### src/sv/lsffe_pkg.sv
`timescale 1ns / 1ps
// Shared types and constants for the LED strip fill frame encoder.
// Used by lsffe_cfg, lsffe_core and the top level; depends on nothing.
package lsffe_pkg;

    // Widths of the register fields and the configuration port
    localparam int unsigned TICK_W  = 12;
    localparam int unsigned LED_W   = 8;
    localparam int unsigned DATA_W  = 12;
    localparam int unsigned INDEX_W = 3;
    // Width used for byte position compares (covers 3 * 1023 LEDs)
    localparam int unsigned CMP_W   = 13;

    // Register indexes
    localparam logic [INDEX_W-1:0] REG_ZERO_ACTIVE = 3'd0;
    localparam logic [INDEX_W-1:0] REG_ZERO_IDLE   = 3'd1;
    localparam logic [INDEX_W-1:0] REG_ONE_ACTIVE  = 3'd2;
    localparam logic [INDEX_W-1:0] REG_ONE_IDLE    = 3'd3;
    localparam logic [INDEX_W-1:0] REG_LED_COUNT   = 3'd4;
    localparam logic [INDEX_W-1:0] REG_PIN_INVERT  = 3'd5;

    // Reset values
    localparam logic [TICK_W-1:0] RST_ZERO_ACTIVE = 12'd8;
    localparam logic [TICK_W-1:0] RST_ZERO_IDLE   = 12'd46;
    localparam logic [TICK_W-1:0] RST_ONE_ACTIVE  = 12'd25;
    localparam logic [TICK_W-1:0] RST_ONE_IDLE    = 12'd27;
    localparam logic [LED_W-1:0]  RST_LED_COUNT   = 8'd32;
    localparam logic              RST_PIN_INVERT  = 1'b1;

    // Bit within a byte that ends it
    localparam logic [2:0] LAST_BIT = 3'd7;

    // Configuration register bank as seen by the core
    typedef struct packed {
        logic [TICK_W-1:0] zero_active;
        logic [TICK_W-1:0] zero_idle;
        logic [TICK_W-1:0] one_active;
        logic [TICK_W-1:0] one_idle;
        logic [LED_W-1:0]  led_count;
        logic              pin_invert;
    } cfg_t;

    // Result of one tick
    typedef struct packed {
        logic pin_level;
        logic busy;
        logic done;
    } tick_out_t;

endpackage

### src/sv/lsffe_cfg.sv
`timescale 1ns / 1ps
// Configuration register bank for the LED strip fill frame encoder.
// Depends on lsffe_pkg.
module lsffe_cfg
(
    input  logic                          clk,
    input  logic                          rst_n,
    input  logic                          cfg_we,
    input  logic [lsffe_pkg::INDEX_W-1:0] cfg_index,
    input  logic [lsffe_pkg::DATA_W-1:0]  cfg_data,
    output lsffe_pkg::cfg_t               cfg
);

    lsffe_pkg::cfg_t cfg_reg;
    lsffe_pkg::cfg_t cfg_next;

    // Decode a register write
    always_comb
    begin
        cfg_next = cfg_reg;
        if (cfg_we)
        begin
            case (cfg_index)
                lsffe_pkg::REG_ZERO_ACTIVE: cfg_next.zero_active = cfg_data;
                lsffe_pkg::REG_ZERO_IDLE:   cfg_next.zero_idle   = cfg_data;
                lsffe_pkg::REG_ONE_ACTIVE:  cfg_next.one_active  = cfg_data;
                lsffe_pkg::REG_ONE_IDLE:    cfg_next.one_idle    = cfg_data;
                lsffe_pkg::REG_LED_COUNT:
                    cfg_next.led_count = cfg_data[lsffe_pkg::LED_W-1:0];
                lsffe_pkg::REG_PIN_INVERT:  cfg_next.pin_invert  = cfg_data[0];
                default: cfg_next = cfg_reg;
            endcase
        end
    end

    // Hold the registers
    always_ff @(posedge clk or negedge rst_n)
    begin
        if (!rst_n)
        begin
            cfg_reg.zero_active <= lsffe_pkg::RST_ZERO_ACTIVE;
            cfg_reg.zero_idle   <= lsffe_pkg::RST_ZERO_IDLE;
            cfg_reg.one_active  <= lsffe_pkg::RST_ONE_ACTIVE;
            cfg_reg.one_idle    <= lsffe_pkg::RST_ONE_IDLE;
            cfg_reg.led_count   <= lsffe_pkg::RST_LED_COUNT;
            cfg_reg.pin_invert  <= lsffe_pkg::RST_PIN_INVERT;
        end
        else
        begin
            cfg_reg <= cfg_next;
        end
    end

    assign cfg = cfg_reg;

endmodule

### src/sv/lsffe_core.sv
`timescale 1ns / 1ps
// Frame sequencer: bit timing, byte/bit position and lit/unlit decision.
// Depends on lsffe_pkg.
module lsffe_core
#(
    parameter int unsigned MAX_LEDS = 255
)
(
    input  logic                        clk,
    input  logic                        rst_n,
    input  logic                        step,
    input  logic                        start_req,
    input  logic [lsffe_pkg::LED_W-1:0] fill_count,
    input  logic                        lit_from_top,
    input  lsffe_pkg::cfg_t             cfg,
    output lsffe_pkg::tick_out_t        tick_out
);

    localparam int unsigned BW    = $clog2(3 * MAX_LEDS + 1);
    localparam int unsigned CW    = lsffe_pkg::CMP_W;
    localparam int unsigned TW    = lsffe_pkg::TICK_W;
    localparam int unsigned LW    = lsffe_pkg::LED_W;
    localparam int unsigned NW    = 10;
    localparam logic [NW-1:0] MAX_N = NW'(MAX_LEDS);

    logic            sending_reg,   sending_next;
    logic [BW-1:0]   byte_reg,      byte_next;
    logic [2:0]      bit_reg,       bit_next;
    logic            idle_ph_reg,   idle_ph_next;
    logic [TW-1:0]   ticks_reg,     ticks_next;
    logic [LW-1:0]   fill_reg,      fill_next;
    logic            dir_reg,       dir_next;

    // Values after a possible start on this tick
    logic            take_start;
    logic            eff_sending;
    logic [BW-1:0]   eff_byte;
    logic [2:0]      eff_bit;
    logic            eff_idle_ph;
    logic [TW-1:0]   eff_ticks;
    logic [LW-1:0]   eff_fill;
    logic            eff_dir;

    logic [NW-1:0]   led_n;
    logic [CW-1:0]   frame_len;
    logic [CW-1:0]   fill_bytes;
    logic [CW-1:0]   byte_ext;
    logic [CW-1:0]   byte_inc;
    logic            lit;
    logic [TW-1:0]   raw_limit;
    logic [TW-1:0]   limit;
    logic [TW:0]     spent;
    logic            phase_end;
    logic            idle_level;

    // Latch the request when idle
    assign take_start  = !sending_reg && start_req;
    assign eff_sending = sending_reg || start_req;
    assign eff_byte    = take_start ? '0 : byte_reg;
    assign eff_bit     = take_start ? '0 : bit_reg;
    assign eff_idle_ph = take_start ? 1'b0 : idle_ph_reg;
    assign eff_ticks   = take_start ? '0 : ticks_reg;
    assign eff_fill    = take_start ? fill_count : fill_reg;
    assign eff_dir     = take_start ? lit_from_top : dir_reg;

    // Clamp the LED count and size the frame
    always_comb
    begin
        led_n = NW'(cfg.led_count);
        if (led_n == '0)
        begin
            led_n = NW'(1);
        end
        if (led_n > MAX_N)
        begin
            led_n = MAX_N;
        end
    end

    assign frame_len  = CW'(led_n) * CW'(3);
    assign fill_bytes = CW'(eff_fill) * CW'(3);
    assign byte_ext   = CW'(eff_byte);
    assign byte_inc   = byte_ext + CW'(1);

    // Every bit of a lit byte is one, every bit of a dark byte zero
    assign lit = (byte_ext < fill_bytes) != eff_dir;

    // Phase length for the current bit and phase
    always_comb
    begin
        if (eff_idle_ph)
        begin
            raw_limit = lit ? cfg.one_idle : cfg.zero_idle;
        end
        else
        begin
            raw_limit = lit ? cfg.one_active : cfg.zero_active;
        end
        limit = (raw_limit == '0) ? TW'(1) : raw_limit;
    end

    assign spent      = {1'b0, eff_ticks} + (TW+1)'(1);
    assign phase_end  = spent >= {1'b0, limit};
    assign idle_level = cfg.pin_invert;

    // Advance the sequencer
    always_comb
    begin
        sending_next = eff_sending;
        byte_next    = eff_byte;
        bit_next     = eff_bit;
        idle_ph_next = eff_idle_ph;
        ticks_next   = eff_ticks;
        fill_next    = eff_fill;
        dir_next     = eff_dir;
        tick_out.pin_level = idle_level;
        tick_out.busy      = 1'b0;
        tick_out.done      = 1'b0;
        if (eff_sending)
        begin
            tick_out.busy = 1'b1;
            if (!eff_idle_ph)
            begin
                tick_out.pin_level = !idle_level;
                if (phase_end)
                begin
                    idle_ph_next = 1'b1;
                    ticks_next   = '0;
                end
                else
                begin
                    ticks_next = spent[TW-1:0];
                end
            end
            else
            begin
                if (phase_end)
                begin
                    idle_ph_next = 1'b0;
                    ticks_next   = '0;
                    if (eff_bit == lsffe_pkg::LAST_BIT)
                    begin
                        bit_next = '0;
                        if (byte_inc >= frame_len)
                        begin
                            tick_out.done = 1'b1;
                            sending_next  = 1'b0;
                            byte_next     = '0;
                        end
                        else
                        begin
                            byte_next = byte_inc[BW-1:0];
                        end
                    end
                    else
                    begin
                        bit_next = eff_bit + 3'd1;
                    end
                end
                else
                begin
                    ticks_next = spent[TW-1:0];
                end
            end
        end
    end

    // Update state once per processed tick
    always_ff @(posedge clk or negedge rst_n)
    begin
        if (!rst_n)
        begin
            sending_reg <= 1'b0;
            byte_reg    <= '0;
            bit_reg     <= '0;
            idle_ph_reg <= 1'b0;
            ticks_reg   <= '0;
            fill_reg    <= '0;
            dir_reg     <= 1'b0;
        end
        else if (step)
        begin
            sending_reg <= sending_next;
            byte_reg    <= byte_next;
            bit_reg     <= bit_next;
            idle_ph_reg <= idle_ph_next;
            ticks_reg   <= ticks_next;
            fill_reg    <= fill_next;
            dir_reg     <= dir_next;
        end
    end

endmodule

### src/sv/led_strip_fill_frame_encoder.sv
`timescale 1ns / 1ps
// LED strip fill frame encoder: one input word per timing tick, one result word each.
// Each word passes through the input register, then the result register, before its
// result word is valid; a valid result word is taken when out_stall is low.
// Throughput: one word per cycle; a stalled result holds the input register.
// Reset (rst_n, async, active low) clears the sequencer to idle and loads the
// default register values. Depends on lsffe_pkg, lsffe_cfg and lsffe_core.
module led_strip_fill_frame_encoder
#(
    parameter int unsigned MAX_LEDS = 255
)
(
    input  logic                          clk,
    input  logic                          rst_n,
    input  logic                          in_valid,
    output logic                          in_stall,
    input  logic                          start_req,
    input  logic [lsffe_pkg::LED_W-1:0]   fill_count,
    input  logic                          lit_from_top,
    output logic                          out_valid,
    input  logic                          out_stall,
    output logic                          pin_level,
    output logic                          busy_res,
    output logic                          frame_done,
    input  logic                          cfg_we,
    input  logic [lsffe_pkg::INDEX_W-1:0] cfg_index,
    input  logic [lsffe_pkg::DATA_W-1:0]  cfg_data
);

    lsffe_pkg::cfg_t      cfg;
    lsffe_pkg::tick_out_t tick_out;

    logic                        in_vld_reg;
    logic                        start_reg;
    logic [lsffe_pkg::LED_W-1:0] fill_reg;
    logic                        dir_reg;
    logic                        out_vld_reg;
    lsffe_pkg::tick_out_t        res_reg;
    logic                        advance;
    logic                        in_take;

    // Move a word forward when the result register is free or draining
    assign advance  = in_vld_reg && (!out_vld_reg || !out_stall);
    assign in_stall = in_vld_reg && !advance;
    assign in_take  = in_valid && !in_stall;

    lsffe_cfg u_cfg
    (
        .clk       (clk),
        .rst_n     (rst_n),
        .cfg_we    (cfg_we),
        .cfg_index (cfg_index),
        .cfg_data  (cfg_data),
        .cfg       (cfg)
    );

    lsffe_core #(.MAX_LEDS(MAX_LEDS)) u_core
    (
        .clk          (clk),
        .rst_n        (rst_n),
        .step         (advance),
        .start_req    (start_reg),
        .fill_count   (fill_reg),
        .lit_from_top (dir_reg),
        .cfg          (cfg),
        .tick_out     (tick_out)
    );

    // Track input and result word valid flags
    always_ff @(posedge clk or negedge rst_n)
    begin
        if (!rst_n)
        begin
            in_vld_reg  <= 1'b0;
            out_vld_reg <= 1'b0;
        end
        else
        begin
            if (in_take)
            begin
                in_vld_reg <= 1'b1;
            end
            else if (advance)
            begin
                in_vld_reg <= 1'b0;
            end
            if (advance)
            begin
                out_vld_reg <= 1'b1;
            end
            else if (!out_stall)
            begin
                out_vld_reg <= 1'b0;
            end
        end
    end

    // Hold input and result payloads
    always_ff @(posedge clk)
    begin
        if (in_take)
        begin
            start_reg <= start_req;
            fill_reg  <= fill_count;
            dir_reg   <= lit_from_top;
        end
        if (advance)
        begin
            res_reg <= tick_out;
        end
    end

    assign out_valid  = out_vld_reg;
    assign pin_level  = res_reg.pin_level;
    assign busy_res   = res_reg.busy;
    assign frame_done = res_reg.done;

endmodule

### config.mk
export PLATFORM = sky130hd
export DESIGN_NAME = led_strip_fill_frame_encoder
export DESIGN_NICKNAME = d
export VERILOG_FILES = /design/src/sv/lsffe_pkg.sv /design/src/sv/lsffe_cfg.sv /design/src/sv/lsffe_core.sv /design/src/sv/led_strip_fill_frame_encoder.sv
export SDC_FILE = /design/constraint.sdc
export NUM_CORES = 1
export LEC_CHECK = 0
export BUFFER_PORTS_ARGS = -buffer_cell sky130_fd_sc_hd__buf_2
export CORE_ASPECT_RATIO = 0.9
export CORE_MARGIN = 1.5
export CORE_UTILIZATION = 45
export CTS_CLUSTER_DIAMETER = 80
export CTS_CLUSTER_SIZE = 8
export DETAILED_ROUTE_END_ITERATION = 10
export PLACE_DENSITY_LB_ADDON = 0.25
export SYNTH_ARGS = -nofsm -noshare
export SYNTH_HDL_FRONTEND = slang
export SYNTH_SLANG_ARGS = --single-unit
### constraint.sdc
create_clock -name clk -period 8.7 [get_ports clk]
set_input_delay 1.305 -clock clk [delete_from_list [all_inputs] [get_ports clk]]
set_output_delay 1.305 -clock clk [all_outputs]
set_load 0.01 [all_outputs]
# Word level (Yosys, flattened, before mapping)
# Cells that the tools add are included.
dict set report totals {
  ff_bits 108
  wordCells 103
}
dict set report classes {
  n_addsub 3
  mul 2
  order_cmp 4
  eq_ne 8
  mux 42
  reduce_logical 23
}
# operator count
set op_table {}
lappend op_table {{2-to-1 mux 12 bit} 7}
lappend op_table {{2-to-1 mux 10 bit} 7}
lappend op_table {{greater-or-equal comparator 13 x 12 -> 1 bit} 2}
lappend op_table {{2-to-1 mux 1 bit} 20}
lappend op_table {{2-to-1 mux 3 bit} 6}
lappend op_table {{2-to-1 mux 8 bit} 2}
lappend op_table {{adder 12 x 1 -> 13 bit, second input constant} 1}
lappend op_table {{logical NOT 12 bit} 1}
lappend op_table {{multiplier 10 x 2 -> 12 bit, second input constant} 1}
lappend op_table {{AND reduction 2 bit} 6}
lappend op_table {{adder 10 x 1 -> 11 bit, second input constant} 1}
lappend op_table {{less-than comparator 10 bit} 1}
lappend op_table {{multiplier 8 x 2 -> 10 bit, second input constant} 1}
lappend op_table {{== test 3 bit, second input constant} 3}
lappend op_table {{> comparator 8 bit, second input constant} 1}
lappend op_table {{logical NOT 8 bit} 1}
lappend op_table {{== test 3 x 2 -> 1 bit, second input constant} 2}
lappend op_table {{logical NOT 1 bit} 6}
lappend op_table {{logical AND 1 bit} 4}
lappend op_table {{AND reduction 4 bit} 1}
lappend op_table {{adder 3 x 1 -> 3 bit, second input constant} 1}
lappend op_table {{== test 3 x 1 -> 1 bit, second input constant} 1}
lappend op_table {{logical NOT 3 bit} 1}
lappend op_table {{logical OR 1 bit} 2}
lappend op_table {{3 further kinds} 3}

# Logic depth before layout (Yosys ltp)
dict set report logic_depth {
  depth_word 14
  depth_mapped 29
  depth_no_buf 23
}

# Hierarchy
# From an unflattened synthesis, not the netlist that was laid out.
dict set report hier_totals {
  cells_unflattened 647
  hier_area_um2 6864.1
}
# module instances cells_per_inst area_each_um2 seq_area_each_um2
set modules_own_cells {}
lappend modules_own_cells {lsffe_core 1 501 4170.2 900.9}
lappend modules_own_cells {lsffe_cfg 1 125 2210.9 1443.9}
lappend modules_own_cells {led_strip_fill_frame_encoder 1 21 483.0 440.4}

# Worst setup path before layout
# No wires, ideal clock.
dict set report synth_timing {
  path_type {register to register}
  from {reg u_core.sending_reg}
  to {reg u_core.bit_reg[1]}
  setup_time_ps 122
  arrival_time_ps 6077
  required_time_ps 8578
  setup_slack_ps 2501
  path_stages_with_launch 29
  n_path_buf 5
  synth_period_minus_slack_ps 6199
  cell_sequence {dfrtp_1 -> nor2b_2 -> buf_6 -> buf_2 -> buf_1 -> nand2_1 -> nand2_1 -> ha_1 -> inv_1 -> fa_1 -> or4_4 -> nand4b_1 -> o211a_1 -> a21oi_1 -> ha_1 -> a21oi_1 -> o21ai_0 -> a211oi_2 -> xor2_1 -> buf_4 -> mux2_2 -> ha_1 -> and4_1 -> a221oi_1 -> o221ai_2 -> or2_1 -> buf_6 -> and2_2 -> a32o_1}
}
dict set report synth_via {
  elab_chain_len 14
  elab_cells_between_ends 25
  classes_between {2 x add/sub; 1 x mul; 2 x order compare; 2 x eq/ne; 14 x mux; 4 x reduce/logical}
}
# element line
set synth_lines {}
lappend synth_lines {{start: declaration} lsffe_core.sv:26} ;# logic sending_reg, sending_next;
lappend synth_lines {{start signal: assignment} lsffe_core.sv:183} ;# sending_reg <= sending_next;
lappend synth_lines {{logical NOT 1 bit (*)} lsffe_core.sv:57} ;# assign take_start = !sending_reg && start_req;
lappend synth_lines {{logical AND 1 bit (*)} lsffe_core.sv:57}
lappend synth_lines {{2-to-1 mux 8 bit (*)} lsffe_core.sv:63} ;# assign eff_fill = take_start ? fill_count : fill_reg;
lappend synth_lines {{via u_core.eff_fill[1]} lsffe_core.sv:41} ;# logic [LW-1:0] eff_fill;
lappend synth_lines {{multiplier 8 x 2 -> 10 bit (*)} lsffe_core.sv:81} ;# assign fill_bytes = CW'(eff_fill) * CW'(3);
lappend synth_lines {{less-than comparator 10 bit (*)} lsffe_core.sv:86} ;# assign lit = (byte_ext < fill_bytes) != eff_dir;
lappend synth_lines {{!= test 1 bit (*)} lsffe_core.sv:86}
lappend synth_lines {{2-to-1 mux 12 bit, on equally long branches} {lsffe_core.sv:97, lsffe_core.sv:93}}
lappend synth_lines {{2-to-1 mux 12 bit (*)} lsffe_core.sv:91} ;# if (eff_idle_ph)
lappend synth_lines {{logical NOT 12 bit} lsffe_core.sv:99} ;# limit = (raw_limit == '0) ? TW'(1) : raw_limit;
lappend synth_lines {{2-to-1 mux 12 bit (*)} lsffe_core.sv:99}
lappend synth_lines {{greater-or-equal comparator 13 x 12 -> 1 bit (*)} lsffe_core.sv:103} ;# assign phase_end = spent >= {1'b0, limit};
lappend synth_lines {{2-to-1 mux 3 bit (*)} lsffe_core.sv:137} ;# if (phase_end)
lappend synth_lines {{2-to-1 mux 3 bit (*)} lsffe_core.sv:122} ;# if (!eff_idle_ph)
lappend synth_lines {{2-to-1 mux 3 bit (*)} lsffe_core.sv:119} ;# if (eff_sending)
lappend synth_lines {{end signal: assignment} lsffe_core.sv:185} ;# bit_reg <= bit_next;
lappend synth_lines {{end: declaration} lsffe_core.sv:28} ;# logic [2:0] bit_reg, bit_next;
# Mark *: on every way through the listed nets, which the timed path passes. The rest lies on a longest branch.
# A chain may end at the register's enable or synchronous reset.

# Worst setup path in the final report
dict set report layout_timing {
  from {reg start_reg}
  to {reg u_core.byte_reg[8]}
}
dict set report layout_via {
  elab_chain_len 13
  elab_cells_between_ends 26
  classes_between {2 x add/sub; 1 x mul; 3 x order compare; 2 x eq/ne; 15 x mux; 3 x reduce/logical}
}
# element line
set layout_lines {}
lappend layout_lines {{start: declaration} led_strip_fill_frame_encoder.sv:34} ;# logic start_reg;
lappend layout_lines {{start signal: assignment} led_strip_fill_frame_encoder.sv:103} ;# start_reg <= start_req;
lappend layout_lines {{logical AND 1 bit (*)} lsffe_core.sv:57}
lappend layout_lines {{2-to-1 mux 8 bit (*)} lsffe_core.sv:63}
lappend layout_lines {{via u_core.eff_fill[1]} lsffe_core.sv:41}
lappend layout_lines {{multiplier 8 x 2 -> 10 bit (*)} lsffe_core.sv:81}
lappend layout_lines {{less-than comparator 10 bit (*)} lsffe_core.sv:86}
lappend layout_lines {{!= test 1 bit (*)} lsffe_core.sv:86}
lappend layout_lines {{2-to-1 mux 12 bit, on equally long branches} {lsffe_core.sv:97, lsffe_core.sv:93}}
lappend layout_lines {{2-to-1 mux 12 bit (*)} lsffe_core.sv:91}
lappend layout_lines {{logical NOT 12 bit} lsffe_core.sv:99}
lappend layout_lines {{2-to-1 mux 12 bit (*)} lsffe_core.sv:99}
lappend layout_lines {{greater-or-equal comparator 13 x 12 -> 1 bit (*)} lsffe_core.sv:103}
lappend layout_lines {{2-to-1 mux 10 bit (*)} lsffe_core.sv:137}
lappend layout_lines {{2-to-1 mux 10 bit (*)} lsffe_core.sv:122}
lappend layout_lines {{2-to-1 mux 10 bit (*)} lsffe_core.sv:119}
lappend layout_lines {{end signal: assignment} lsffe_core.sv:184} ;# byte_reg <= byte_next;
lappend layout_lines {{end: declaration} lsffe_core.sv:27} ;# logic [BW-1:0] byte_reg, byte_next;
# Marks and branches as above.

==> impl_metrics.yaml <==
clock_tree:
  cts_root_buf: "clkbuf_16"
  cts_hold_buf: 0
  ctsResizeCount: 0
  cts_setup_buffers: 0
  cts-htree-levels: 3
  max-clock-path-buffers: 2
  tritoncts: "built"
  cts-buffers-inserted: 9
  clkTransAtPathRegs_ns: 0.07
  cts_sinks: 108
  clk_latency_ns: 0.36
power:
  p_leak_nw: 3.504
  power.density_nw_per_um2: 238.9
  irDropWorstVdd_uv: 116.1
logic_synthesis:
  synth_seq_area_share_pct: 40.22
  synth_seq_cells: 108
  ys.warnings.count: 0
  async_reset_ff_share_pct: 87.96
  synth_nets: 743
  synth_enable_flop_cells: 13
  synthTopCellsByArea: "dfrtp_1 29%, mux2_2 12%, ha_1 9.8%"
  synth_ff_type: "dfrtp_1"
  synth.largest_area_cell: "dfrtp_1"
  yosysUniqueCellTypes: 68
  synth_area_per_cell_sq_um: 10.54
  syn_area_sq_um: 6925
  synth_top_cell_area_share_pct: 29.27
  synthCells: 657
timing:
  finClkSkew_ns: 0.005699
  finalCritPeriodShare_pct: 87.17
  rsz0062_at_grt: "no"
  hold_viol: 0
  setup_viol_count_final: 0
  final.setup.tns_ns: 0
  fin_crit_ns: 7.584
  drv_slew: 0
  slew-limit-headroom_pct: 32.55
  fmax_mhz: 131.9
  worst_pin_slew_ns: 1.008
critical_path:
  end_kind: "flop"
  crit_type: "flop to flop"
  r2r-start: "start_reg"
  timing.rr.end: "u_core.byte_reg[8]"
  cp-start-kind: "flop"
  cp_data_required_time_ns: 8.97
  worstPathArrival_ns: 7.85
  path_max_fanout: 30
  r2r_cells: 23
  reg2reg_slack_ns: 1.12
cells_and_area:
  drive_gt1_share_pct: 23.19
  final_area_sq_um: 7580
  final_nets: 771
  largest_reg_flops: 57
  areaGrowthSynthToFinish_pct: 9.449
  diodes: 0
drt:
  drt-pass1-iter-count: 5
  wl_per_cell_microns: 16.68
  vias: 5030
  wl_met2_microns: 6936
  wl_met1_microns: 6936
  highest_layer: "met4"
  initialDrtViolationCount: 403
  wl_met3_microns: 617
  finalWirelength_microns: 14820
  drc: 0
  antenna_left: 0
  via_per_inst: 5.664
die:
  rows: 42
  start_util_pct: 46.57
  die-width_microns: 133.8
  die_h_microns: 120.7
  die_area_sq_um: 16140
  core_area_sq_um: 14870
  pin_count: 35
global_route:
  antenna_found_initial: 0
  grt_pass1_wl_microns: 24720
  grt_pass1_vias: 5096
  globalRouteOverflowTotal: 0
  grt_max_degree: 60
  groute.usage.overall_pct: 19.42
worst_hold_path:
  holdPathEnd: "u_core.dir_reg"
  min_path_cells: 1
  hold_class: "flop to flop"
  min_from: "u_core.dir_reg"
placed_design:
  hpwl_microns: 11170
  dpl_cell_area_sq_um: 7279
  place.gp.congestion: 0.8275
  portBuffers: 34
run_status:
  outcome: "completed"
flow_run:
  cap_violations: 0
[cells in the final DEF (no fill, tap or decap), types with 3 or more instances in the layout]
| cell type | instances |
|---|---|
| nor4_1 | 11 |
| and2_1 | 19 |
| dfstp_2 | 14 |
| o31ai_1 | 3 |
| and3_1 | 12 |
| a221oi_1 | 3 |
| xor2_1 | 14 |
| ha_1 | 54 |
| edfxtp_1 | 13 |
| o41ai_2 | 4 |
| a31oi_1 | 3 |
| a21o_1 | 6 |
| o41ai_1 | 4 |
| nor3_1 | 15 |
| a21oi_1 | 20 |
| inv_1 | 25 |
| and4_1 | 4 |
| buf_2 | 33 |
| mux2_2 | 71 |
| mux2i_1 | 31 |
| dfrtp_1 | 81 |
| nand4b_1 | 4 |
| nand2b_1 | 5 |
| xnor2_1 | 20 |
| nor3b_1 | 4 |
| nor2_1 | 22 |
| nand3_1 | 17 |
| buf_4 | 8 |
| o21ai_0 | 22 |
| clkbuf_16 | 9 |
| nand2_1 | 82 |
| a311oi_1 | 3 |
| nand4_1 | 4 |
| nor2b_1 | 3 |
[cell type report]
cell class                      instances  area (sq um)
Fill cell                            1324          7292
Multi-Input combinational cell        499          3924
Sequential cell                       108          2785
Timing Repair Buffer                   41         225.2
Tap cell                              198         247.7
Inverter                               26         97.59
Clock inverter                          5         67.56
Clock buffer                           11         232.7
[power breakdown]
part	leakage, nW	internal [mW]	switching (mW)
Combinational	2.07	0.331	0.370
Sequential	1.28	0.615	0.0775
Clock	0.146	0.228	0.190
Total	3.50	1.17	0.638
[how the worst max path moves through the flow]
stage	from	to
after detailed placement	start_reg	u_core.byte_reg[8]
after floorplan	u_core.sending_reg	u_core.bit_reg[1]
final	start_reg	u_core.byte_reg[8]
after global routing	start_reg	u_core.byte_reg[8]
after global placement	start_reg	u_core.bit_reg[2]
after CTS	start_reg	u_core.byte_reg[8]
[cell usage after synthesis (14+ instances only)]
cell type / number
a21oi_1: 20
and2_1: 19
clkbuf_1: 15
dfrtp_1: 81
dfstp_2: 14
ha_1: 54
inv_1: 25
mux2_2: 71
mux2i_1: 31
nand2_1: 82
nand3_1: 17
nor2_1: 22
nor3_1: 15
o21ai_0: 22
xnor2_1: 20
xor2_1: 14
[kinds of logic after synthesis]
| logic type | share of synthesized area [%] |
|---|---|
| fa+ha+maj | 10.33 |
| flops | 40.22 |
| simple gates | 16.17 |
| buf+inv | 3.125 |
| xor+xnor | 4.300 |
| compound gates | 9.304 |
| mux | 16.55 |
[per-stage QoR]
| step | worst slack, ns | hold slack (ns) | power, mW | utilization, % | std cells |
|---|---|---|---|---|---|
| finish | 1.116 | 0.5085 | 1.811 | 50.97 | 888 |
| global route | 0.4953 | 0.5337 | 1.950 | 50.97 | 888 |
| CTS | 1.148 | 0.5111 | 1.825 | 50.97 | 888 |
| detailed placement | 1.182 | 0.4949 | 1.399 | 48.95 | 872 |
| global placement | 1.390 | 0.4878 | 1.375 | 48.95 | 872 |
| floorplan | 2.501 | 0.4714 | 1.232 | - | 657 |
[worst max-delay path, stage by stage, from the launching register on]
cell	delay, ns
edfxtp_1	0.43
or2b_1	0.80
nand2_1	0.14
nand2_1	0.16
ha_1	0.18
inv_1	0.06
fa_1	0.42
or4_4	0.56
nand4b_1	0.11
o211a_1	0.19
a21oi_1	0.09
ha_1	0.30
a21oi_1	0.15
o21ai_0	0.13
a211oi_2	0.28
xor2_1	0.82
mux2_2	0.42
ha_1	0.30
and3_1	0.18
nand3_1	0.14
a311oi_1	0.36
or2_1	0.69
nand3_4	0.31
o31ai_2	0.25
[layer usage]
layer	up-vias	GRT usage (%)
met3	30	4.444
li1	2426	-
met4	0	6.318
met2	113	31.35
met1	2461	25.86
met5	-	0
(Power assumes the default switching activity.)
